### src/rtl/mpcq_pkg.sv
`default_nettype none
// ----------------------------------------------------------------------------
// mpcq_pkg
// types, codes and reset constants shared by the mouse packet cursor queue
// ----------------------------------------------------------------------------
package mpcq_pkg;

   localparam int QUEUE_DEPTH_DEFAULT = 16;
   localparam int COORD_BITS_DEFAULT  = 12;
   localparam int SIZE_BITS           = 13;

   localparam logic [SIZE_BITS-1:0] HRES_RESET = 13'd800;
   localparam logic [SIZE_BITS-1:0] VRES_RESET = 13'd600;

   // button bits of the status byte
   localparam logic [2:0] BTN_LEFT   = 3'h1;
   localparam logic [2:0] BTN_RIGHT  = 3'h2;
   localparam logic [2:0] BTN_MIDDLE = 3'h4;

   typedef enum logic [1:0] {
      CMD_PACKET = 2'd0,
      CMD_POP    = 2'd1,
      CMD_FLUSH  = 2'd2,
      CMD_SET    = 2'd3
   } cmd_type;

   localparam logic [1:0] CSR_HRES = 2'd0;
   localparam logic [1:0] CSR_VRES = 2'd1;

   typedef enum logic {
      ST_IDLE = 1'b0,
      ST_READ = 1'b1
   } state_type;

   typedef struct packed {
      logic [1:0]         cmd;
      logic [7:0]         status_byte;
      logic [7:0]         x_byte;
      logic [7:0]         y_byte;
      logic [31:0]        tick_time;
      logic signed [31:0] new_x;
      logic signed [31:0] new_y;
   } req_type;

   typedef struct packed {
      logic               valid_res;
      logic               dropped;
      logic [11:0]        x_pos;
      logic [11:0]        y_pos;
      logic signed [7:0]  dx;
      logic signed [7:0]  dy;
      logic               left;
      logic               right;
      logic               middle;
      logic [31:0]        stamp;
      logic [4:0]         event_count;
   } rsp_type;

   // control from the sequencer to the cursor unit
   typedef struct packed {
      logic update;
      logic set_abs;
   } cursor_ctl_type;

endpackage
`default_nettype wire

### src/rtl/mpcq_event_ram.sv
`default_nettype none
// ----------------------------------------------------------------------------
// mpcq_event_ram
// event store: one write port, one read port with registered read data
// ----------------------------------------------------------------------------
module mpcq_event_ram #(
   parameter int DEPTH = 16,
   parameter int WIDTH = 75
) (
   input  wire logic                     clock,
   input  wire logic                     wr_en,
   input  wire logic [$clog2(DEPTH)-1:0] wr_addr,
   input  wire logic [WIDTH-1:0]         wr_data,
   input  wire logic                     rd_en,
   input  wire logic [$clog2(DEPTH)-1:0] rd_addr,
   output logic      [WIDTH-1:0]         rd_data
);

   logic [WIDTH-1:0] mem [DEPTH];
   logic [WIDTH-1:0] rd_data_ff;

   always_ff @(posedge clock) begin
      if (wr_en) begin
         mem[wr_addr] <= wr_data;
      end
   end

   always_ff @(posedge clock) begin
      if (rd_en) begin
         rd_data_ff <= mem[rd_addr];
      end
   end

   assign rd_data = rd_data_ff;

endmodule
`default_nettype wire

### src/rtl/mpcq_cursor.sv
`default_nettype none
// ----------------------------------------------------------------------------
// mpcq_cursor
// cursor position registers with relative and absolute update and clamping
// ----------------------------------------------------------------------------
module mpcq_cursor #(
   parameter int COORD_BITS = 12
) (
   input  wire logic                           clock,
   input  wire logic                           reset,
   input  wire mpcq_pkg::cursor_ctl_type       ctl,
   input  wire logic signed [7:0]              dx,
   input  wire logic signed [7:0]              dy,
   input  wire logic signed [31:0]             new_x,
   input  wire logic signed [31:0]             new_y,
   input  wire logic [mpcq_pkg::SIZE_BITS-1:0] hres,
   input  wire logic [mpcq_pkg::SIZE_BITS-1:0] vres,
   output logic      [COORD_BITS-1:0]          cur_x,
   output logic      [COORD_BITS-1:0]          cur_y,
   output logic      [COORD_BITS-1:0]          next_x,
   output logic      [COORD_BITS-1:0]          next_y
);

   import mpcq_pkg::*;

   localparam int VW = 34;
   localparam int LW = 18;
   localparam logic [LW-1:0] CAP = LW'(1) << COORD_BITS;

   logic [COORD_BITS-1:0] pos_x_ff, pos_x_in;
   logic [COORD_BITS-1:0] pos_y_ff, pos_y_in;
   logic signed [VW-1:0]  vx, vy;

   function automatic logic [COORD_BITS-1:0] clamp_axis(
      input logic signed [VW-1:0] v,
      input logic [SIZE_BITS-1:0] size
   );
      logic [LW-1:0]        s;
      logic signed [VW-1:0] lim;
      logic [COORD_BITS-1:0] r;
      s = LW'(size);
      if (s == '0) s = LW'(1);
      if (s > CAP) s = CAP;
      lim = VW'(s);
      lim = lim - VW'(1);
      if (v < 0) r = '0;
      else if (v > lim) r = lim[COORD_BITS-1:0];
      else r = v[COORD_BITS-1:0];
      return r;
   endfunction

   always_comb begin
      if (ctl.set_abs) begin
         vx = VW'(new_x);
         vy = VW'(new_y);
      end else begin
         vx = VW'($signed({1'b0, pos_x_ff})) + VW'(dx);
         vy = VW'($signed({1'b0, pos_y_ff})) + VW'(dy);
      end
      next_x = clamp_axis(vx, hres);
      next_y = clamp_axis(vy, vres);
      pos_x_in = ctl.update ? next_x : pos_x_ff;
      pos_y_in = ctl.update ? next_y : pos_y_ff;
   end

   always_ff @(posedge clock) begin
      if (reset) begin
         pos_x_ff <= '0;
         pos_y_ff <= '0;
      end else begin
         pos_x_ff <= pos_x_in;
         pos_y_ff <= pos_y_in;
      end
   end

   assign cur_x = pos_x_ff;
   assign cur_y = pos_y_ff;

endmodule
`default_nettype wire

### src/rtl/mouse_packet_cursor_queue_core.sv
`default_nettype none
// ----------------------------------------------------------------------------
// mouse_packet_cursor_queue_core
// mouse packet decoder with clamped cursor tracking and an event queue
// ----------------------------------------------------------------------------
// Each request carries one command: a decoded three-byte mouse packet, a pop
// of the oldest queued event, a queue flush, or an absolute cursor set. Every
// request gives exactly one response. Packet, flush, set cursor and a pop on
// an empty queue are answered directly: the response is loaded into the
// output register at the accepting edge. A pop of a queued event passes
// through the registered read port of the event memory and then the output
// register; in the read state no request is taken. A new request is taken
// while a response still waits, as long as the output register is freed in
// the same cycle. Events live in one memory of QUEUE_DEPTH entries that needs
// no clearing pass after reset; a packet into a full queue drops the oldest
// event. Screen size is written through the csr port, which is always ready.
// ----------------------------------------------------------------------------
module mouse_packet_cursor_queue_core #(
   parameter int QUEUE_DEPTH = mpcq_pkg::QUEUE_DEPTH_DEFAULT,
   parameter int COORD_BITS  = mpcq_pkg::COORD_BITS_DEFAULT
) (
   input  wire logic                           clock,
   input  wire logic                           reset,
   input  wire logic                           req_valid,
   output logic                                req_ready,
   input  wire mpcq_pkg::req_type              req_data,
   output logic                                rsp_valid,
   input  wire logic                           rsp_ready,
   output mpcq_pkg::rsp_type                   rsp_data,
   input  wire logic                           csr_valid,
   output logic                                csr_ready,
   input  wire logic [1:0]                     csr_index,
   input  wire logic [mpcq_pkg::SIZE_BITS-1:0] csr_wdata
);

   import mpcq_pkg::*;

   localparam int IW = $clog2(QUEUE_DEPTH);
   localparam int CW = $clog2(QUEUE_DEPTH + 1);
   // memory word: {time, buttons, dy byte, dx byte, y, x}
   localparam int POS_LO = 0;
   localparam int MOT_LO = 2 * COORD_BITS;
   localparam int TIM_LO = MOT_LO + 19;
   localparam int WORD_W = TIM_LO + 32;

   // screen size registers
   logic [SIZE_BITS-1:0] width_ff, width_in;
   logic [SIZE_BITS-1:0] height_ff, height_in;

   // queue pointers and sequencer
   logic [IW-1:0] head_ff, head_in;
   logic [CW-1:0] count_ff, count_in;
   state_type     state_ff, state_in;

   // output register
   logic    rsp_valid_ff, rsp_valid_in;
   rsp_type rsp_data_ff, rsp_data_in;
   logic    rsp_load;

   // cursor unit
   cursor_ctl_type        cursor_ctl;
   logic signed [7:0]     pkt_dx, pkt_dy;
   logic [7:0]            dy_byte;
   logic [COORD_BITS-1:0] cur_x, cur_y, next_x, next_y;

   // event memory
   logic              wr_en, rd_en;
   logic [IW-1:0]     wr_addr;
   logic [WORD_W-1:0] wr_data, rd_data;

   // queue arithmetic
   logic          accept, out_free, full;
   logic [IW-1:0] head_adj;
   logic [CW-1:0] count_adj;
   logic [CW:0]   slot_sum;
   logic [2:0]    rd_btn;

   function automatic logic [IW-1:0] wrap_inc(input logic [IW-1:0] p);
      logic [IW-1:0] r;
      if (p == IW'(QUEUE_DEPTH - 1)) r = '0;
      else r = p + IW'(1);
      return r;
   endfunction

   assign csr_ready = 1'b1;

   always_comb begin
      width_in  = width_ff;
      height_in = height_ff;
      if (csr_valid) begin
         case (csr_index)
            CSR_HRES: width_in  = csr_wdata;
            CSR_VRES: height_in = csr_wdata;
            default: ;
         endcase
      end
   end

   // packet decode: y is negated in 8 bits, so -128 stays -128
   assign dy_byte = 8'(8'd0 - req_data.y_byte);
   assign pkt_dx  = $signed(req_data.x_byte);
   assign pkt_dy  = $signed(dy_byte);

   assign out_free  = !rsp_valid_ff || rsp_ready;
   assign req_ready = (state_ff == ST_IDLE) && out_free;
   assign accept    = req_valid && req_ready;

   // a push into a full queue first retires the oldest entry
   assign full      = (count_ff == CW'(QUEUE_DEPTH));
   assign head_adj  = full ? wrap_inc(head_ff) : head_ff;
   assign count_adj = full ? CW'(QUEUE_DEPTH - 1) : count_ff;
   assign slot_sum  = (CW+1)'(head_adj) + (CW+1)'(count_adj);
   assign wr_addr   = (slot_sum >= (CW+1)'(QUEUE_DEPTH))
                      ? IW'(slot_sum - (CW+1)'(QUEUE_DEPTH)) : IW'(slot_sum);

   assign wr_data = {req_data.tick_time, req_data.status_byte[2:0], dy_byte,
                     req_data.x_byte, next_y, next_x};

   assign rd_btn = rd_data[MOT_LO+16 +: 3];

   always_comb begin
      state_in        = state_ff;
      head_in         = head_ff;
      count_in        = count_ff;
      cursor_ctl      = '0;
      wr_en           = 1'b0;
      rd_en           = 1'b0;
      rsp_load        = 1'b0;
      rsp_data_in     = '0;
      rsp_data_in.valid_res   = 1'b1;
      rsp_data_in.x_pos       = 12'(cur_x);
      rsp_data_in.y_pos       = 12'(cur_y);
      rsp_data_in.event_count = 5'(count_ff);

      case (state_ff)
         ST_IDLE: begin
            if (accept) begin
               case (cmd_type'(req_data.cmd))
                  CMD_PACKET: begin
                     cursor_ctl.update = 1'b1;
                     wr_en    = 1'b1;
                     head_in  = head_adj;
                     count_in = count_adj + CW'(1);
                     rsp_load = 1'b1;
                     rsp_data_in.dropped     = full;
                     rsp_data_in.x_pos       = 12'(next_x);
                     rsp_data_in.y_pos       = 12'(next_y);
                     rsp_data_in.event_count = 5'(count_adj + CW'(1));
                  end
                  CMD_POP: begin
                     if (count_ff == '0) begin
                        rsp_load = 1'b1;
                        rsp_data_in.valid_res = 1'b0;
                     end else begin
                        // read the head entry, answer when the data returns
                        rd_en    = 1'b1;
                        head_in  = wrap_inc(head_ff);
                        count_in = count_ff - CW'(1);
                        state_in = ST_READ;
                     end
                  end
                  CMD_FLUSH: begin
                     head_in  = '0;
                     count_in = '0;
                     rsp_load = 1'b1;
                     rsp_data_in.event_count = '0;
                  end
                  CMD_SET: begin
                     cursor_ctl.update  = 1'b1;
                     cursor_ctl.set_abs = 1'b1;
                     rsp_load = 1'b1;
                     rsp_data_in.x_pos = 12'(next_x);
                     rsp_data_in.y_pos = 12'(next_y);
                  end
                  default: ;
               endcase
            end
         end
         ST_READ: begin
            // read data register holds until the output side frees up
            if (out_free) begin
               rsp_load = 1'b1;
               state_in = ST_IDLE;
               rsp_data_in.x_pos  = 12'(rd_data[POS_LO +: COORD_BITS]);
               rsp_data_in.y_pos  = 12'(rd_data[POS_LO+COORD_BITS +: COORD_BITS]);
               rsp_data_in.dx     = $signed(rd_data[MOT_LO +: 8]);
               rsp_data_in.dy     = $signed(rd_data[MOT_LO+8 +: 8]);
               rsp_data_in.left   = |(rd_btn & BTN_LEFT);
               rsp_data_in.right  = |(rd_btn & BTN_RIGHT);
               rsp_data_in.middle = |(rd_btn & BTN_MIDDLE);
               rsp_data_in.stamp  = rd_data[TIM_LO +: 32];
            end
         end
         default: state_in = ST_IDLE;
      endcase

      if (rsp_load) rsp_valid_in = 1'b1;
      else if (rsp_ready) rsp_valid_in = 1'b0;
      else rsp_valid_in = rsp_valid_ff;
   end

   always_ff @(posedge clock) begin
      if (reset) begin
         state_ff     <= ST_IDLE;
         head_ff      <= '0;
         count_ff     <= '0;
         rsp_valid_ff <= 1'b0;
         width_ff     <= HRES_RESET;
         height_ff    <= VRES_RESET;
      end else begin
         state_ff     <= state_in;
         head_ff      <= head_in;
         count_ff     <= count_in;
         rsp_valid_ff <= rsp_valid_in;
         width_ff     <= width_in;
         height_ff    <= height_in;
      end
   end

   always_ff @(posedge clock) begin
      if (rsp_load) begin
         rsp_data_ff <= rsp_data_in;
      end
   end

   assign rsp_valid = rsp_valid_ff;
   assign rsp_data  = rsp_data_ff;

   mpcq_cursor #(
      .COORD_BITS (COORD_BITS)
   ) u_cursor (
      .clock  (clock),
      .reset  (reset),
      .ctl    (cursor_ctl),
      .dx     (pkt_dx),
      .dy     (pkt_dy),
      .new_x  (req_data.new_x),
      .new_y  (req_data.new_y),
      .hres   (width_ff),
      .vres   (height_ff),
      .cur_x  (cur_x),
      .cur_y  (cur_y),
      .next_x (next_x),
      .next_y (next_y)
   );

   mpcq_event_ram #(
      .DEPTH (QUEUE_DEPTH),
      .WIDTH (WORD_W)
   ) u_event_ram (
      .clock   (clock),
      .wr_en   (wr_en),
      .wr_addr (wr_addr),
      .wr_data (wr_data),
      .rd_en   (rd_en),
      .rd_addr (head_ff),
      .rd_data (rd_data)
   );

endmodule
`default_nettype wire
### config.mk
export PLATFORM = sky130hd
export DESIGN_NAME = mouse_packet_cursor_queue_core
export DESIGN_NICKNAME = d
export VERILOG_FILES = /design/src/rtl/mpcq_pkg.sv /design/src/rtl/mpcq_event_ram.sv /design/src/rtl/mpcq_cursor.sv /design/src/rtl/mouse_packet_cursor_queue_core.sv
export SDC_FILE = /design/constraint.sdc
export NUM_CORES = 2
export LEC_CHECK = 0
export BUFFER_PORTS_ARGS = -buffer_cell sky130_fd_sc_hd__buf_4
export CORE_UTILIZATION = 26
export CTS_BUF_LIST = sky130_fd_sc_hd__clkbuf_4 sky130_fd_sc_hd__clkbuf_8
export CTS_CLUSTER_SIZE = 10
export DETAILED_ROUTE_END_ITERATION = 8
export PLACE_DENSITY = 0.5
export SLEW_MARGIN = 20
export SYNTH_ARGS = -nofsm -noshare
export SYNTH_HDL_FRONTEND = slang
export SYNTH_SLANG_ARGS = --single-unit
### constraint.sdc
create_clock -name clock -period 7.6 [get_ports clock]
set_input_delay 0 -clock clock [delete_from_list [all_inputs] [get_ports clock]]
set_output_delay 0 -clock clock [all_outputs]
set_load 0.005 [all_outputs]
==> summary.md <==
| Metric | Value |
|---|---|
| Async set-reset flop share out of synthesis | 0% |
| Max-cap violations | 0 |
| Worst-Skew Late Latency | 0.99 ns |
| Pre-Repair DR Iteration Count | 5 |
| Pint | 13.1 mW |
| Aggregate global routing overflow | 0 |
| DRC violations left | 0 |
| Fin. Hold Viols | 0 |
| First-pass GRT wire length | 234000 µm |
| Worst reg2reg startpoint | u_cursor.cur_x[6] |
| Synth Warn # | 0 |
| Die Area | 225000 µm² |
| Initial antenna violation count | 21 |
| Hold depth | 2 |
| CP Capture Type | register |
| Via density | 4.61 |
| Area after DPL | 63700 µm² |
| Setup repair bufs after CTS | 0 |
| Ports | 227 |
| Max clock buf depth | 3 |
| Fin Hold WS | 0.121 ns |
| P_leak | 23.0 nW |
| Detailed Route Iter0 Violations | 2502 |
| Root Driver | clkbuf_8 |
| Cell Pwr Density | 245 nW/µm² |
| Reg area | 42000 µm² |
| XOR/XNOR share of the synthesized area | 0.573% |
| Outcome | completed |
| Avg Cell Area, Syn | 19.4 µm² |
| CTS buffer count | 230 |
| Hold Crit Class | in -> reg |
| CTS clock-pin slew for the worst setup and hold paths | 0.06 ns |
| Most common cell after layout, fill and taps aside | edfxtp_1 |
| Vias in the first global route | 32200 |
| Critical path class | in -> reg |
| Multi-input logic area | 15500 µm² |
| Synth Area in Compound Gates | 3.94% |
| CP arrival | 7.39 ns |
| EDFF count, synth | 1357 |
| Synthesized area | 57900 µm² |
| Vias | 31200 |
| Die Wd | 474 µm |
| Syn Inst Count | 2984 |
| Upper clock frequency limit | 147 MHz |
| Tot GR Track Use | 14.5% |
| Synthesis-to-finish area growth | 21.7% |
| # port buffers | 220 |
| Tmin final | 6.80 ns |
| Least-Margin Pin Slew | 1.17 ns |
| Slew Limit Fails | 0 |
| Hold Path End | u_event_ram.mem[12][30] |
| Post-DP HPWL | 88600 µm |
| Worst Hold Launch | req_data[110] |
| Part of the power in registers | 51.2% |
| Nets | 3844 |
| Final instance area | 70400 µm² |
| Sw Ratio | 24.2% |
| Seq/Total Area, Yosys | 72.5% |
| Setup Viol. Count Final | 0 |
| Post-Route WL | 164000 µm |
| Slew Limit Headroom | 21.8% |
| Net Switching | 4.18 mW |
| Placed cells | 6125 |
| Post-DRT Antenna Nets | 0 |
| Total Power | 17.3 mW |
| Drt wl/cell | 24.2 µm |
| Fill cells | 21400 |
| Clock group share of total power | 39.5% |
| Sink Count | 1418 |
| Fin crit share | 89.5% |
| Die height | 474 µm |
| Post-synthesis mux area share | 15.2% |
| Ys flop type | edfxtp_1 |
| CP required | 8.19 ns |
| RSZ-0062 raised after global routing | false |
| Adder-cell share of the synthesized area | 2.33% |
| Comb power frac | 9.2% |
| Post-synth cell types | 85 |
| Largest net degree at the start of global routing | 77 |
| Worst reg-to-reg path cell count | 17 |
| Core area | 220000 µm² |
| R2R setup slack | 1.22 ns |
| TritonCTS clock tree | done |
| Global placement routability congestion | 0.791 |
| Commonest cells after routing, fill and taps aside | edfxtp_1 (1357), mux4_2 (375), buf_4 (281), clkbuf_8 (234), dlygate4sd3_1 (197) |
| Synth Register Bits | 1418 |
| Largest family of logic cells by synthesized area | multiplexers |
| CP Launch Type | primary input |
| Share of cells above drive strength 1 | 29.1% |
| Crit-path max FO | 19 |
| Simple-Gate Fraction of Synth Area | 4.14% |
| Initial Util | 26.3% |
| Reg-to-Reg End | u_event_ram.mem[10][10] |
| Clock Skews | 0.0963 ns |
| Fin cells | 6754 |
| Maximum VDD drop | 153 µV |
| Setup_tns | 0 ns |
| Standard-cell rows | 172 |
| CTS H-tree depth | 4 |
-- sequential cells by signal, summed over array words and instances, names as in the netlist --
signal and flops:
height_ff 13, rsp_valid 1, width_ff 13, u_event_ram.mem 1200
count_ff 5, head_ff 4, u_cursor.cur_x 12, u_event_ram.rd_data 75
state_ff 1, u_cursor.cur_y 12, rsp_data 82
-- kinds of logic (layout without fill, tap and decap cells) --
kind of cell / after synthesis / in the layout
AO/OA/AOI/OAI: 335 / 335
AND/OR/NAND/NOR: 479 / 479
flip-flops: 1418 / 1418
other: 1 / 48
multiplexers: 407 / 407
adder cells (fa/ha/maj): 106 / 106
XOR/XNOR: 37 / 37
buffers and inverters: 201 / 966
-- power by group through the flow --
stage / combinational (mW) / clock, mW / sequential, mW
3_5_place_dp: 1.53 / 0 / 9.02
4_1_cts: 1.62 / 7.05 / 8.86
2_1_floorplan: 0.940 / 0 / 8.98
3_3_place_gp: 1.51 / 0 / 9.02
5_1_grt: 1.74 / 7.38 / 8.86
6_report: 1.59 / 6.84 / 8.86
-- through the flow --
step / setup WS (ns) / utilization, %
detailed placement: 0.684 / 28.9
global placement: 0.741 / 28.9
CTS: 0.843 / 32.0
finish: 0.795 / 32.0
floorplan: 0.00487 / -
global route: 0.336 / 32.0
-- layout make-up --
type,count,share of cell area [%]
Antenna cell,9,0.0320
Clock buffer,305,5.33
Clock inverter,118,1.37
Inverter,51,0.272
Multi-Input combinational cell,1403,22.0
Sequential cell,1418,59.6
Tap cell,2958,5.25
Timing Repair Buffer,492,6.19
-- Yosys cell counts (4+ instances only) --
cell type / instances / area [µm²]
a2111oi_0: 4 / 35.0
a211o_1: 5 / 43.8
a211oi_1: 10 / 75.1
a21o_1: 35 / 263
a21oi_1: 88 / 440
a221o_1: 13 / 130
a22o_1: 13 / 114
a22oi_1: 8 / 60.1
a31oi_1: 5 / 31.3
a32oi_1: 4 / 35.0
and2_1: 4 / 25.0
and3_1: 68 / 425
buf_1: 29 / 109
buf_2: 8 / 40.0
clkbuf_1: 112 / 420
dfxtp_1: 61 / 1220
edfxtp_1: 1357 / 40700
ha_1: 103 / 1290
inv_1: 51 / 191
mux2_2: 6 / 67.6
mux2i_1: 25 / 250
mux4_2: 375 / 8450
nand2_1: 146 / 548
nand2b_1: 16 / 100
nand3_1: 20 / 100
nand3b_1: 10 / 75.1
nand4_1: 15 / 93.8
nor2_1: 105 / 394
nor2b_1: 25 / 156
nor3_1: 31 / 155
nor3b_1: 5 / 37.5
nor4_1: 4 / 25.0
o211ai_1: 8 / 60.1
o21a_1: 26 / 195
o21ai_0: 47 / 235
o21ai_1: 11 / 55.1
o21ai_2: 5 / 43.8
o21bai_1: 12 / 90.1
o221ai_1: 5 / 43.8
o22ai_1: 6 / 37.5
o31ai_1: 5 / 37.5
or2_2: 4 / 25.0
or3_1: 6 / 37.5
xnor2_1: 20 / 175
xor2_1: 16 / 140
-- repair_timing --
item | in CTS | in global routing
gates resized for setup | 0 | 0
hold endpoints to repair | 962 | 0
hold buffers | 197 | 0
-- how the worst max path moves through the flow --
stage,from,to,slack [ns],cells after the start
2_1_floorplan,count_ff[0],rsp_data[0],0.005,7
3_3_place_gp,req_data[101],u_event_ram.mem[7][20],0.74,24
3_5_place_dp,req_data[101],u_event_ram.mem[7][20],0.68,24
4_1_cts,req_data[96],u_event_ram.mem[13][20],0.84,27
5_1_grt,req_data[96],u_event_ram.mem[13][20],0.34,27
6_report,req_data[96],u_event_ram.mem[11][20],0.80,27
-- worst max-delay path, cell delays in order --
cell           delay, ns
dlygate4sd3_1       0.55
buf_4               0.16
buf_4               0.21
nor3_1              0.23
xnor2_1             0.09
dlygate4sd3_1       0.57
buf_4               0.21
ha_1                0.25
a2111oi_0           0.33
o21ai_1             0.15
a41oi_1             0.38
a21oi_2             0.16
a21oi_1             0.20
xor2_1              0.10
nor2_2              0.59
a21o_1              0.15
ha_1                0.25
a211o_1             0.30
a21oi_1             0.10
o21ai_0             0.10
o221ai_1            0.20
nand4b_1            0.16
o221ai_1            0.51
buf_4               0.27
mux2i_1             0.23
buf_4               0.17
nor2b_1             0.76
-- routing by layer --
metal	GRT usage (%)	part of all wire (%)	vias to the layer above
li1	-	-	13500
met1	19.8	45	16500
met2	23.0	47	913
met3	2.77	5.2	251
met4	4.69	2.6	14
met5	0	0.056	-
(Power assumes the default switching activity.)
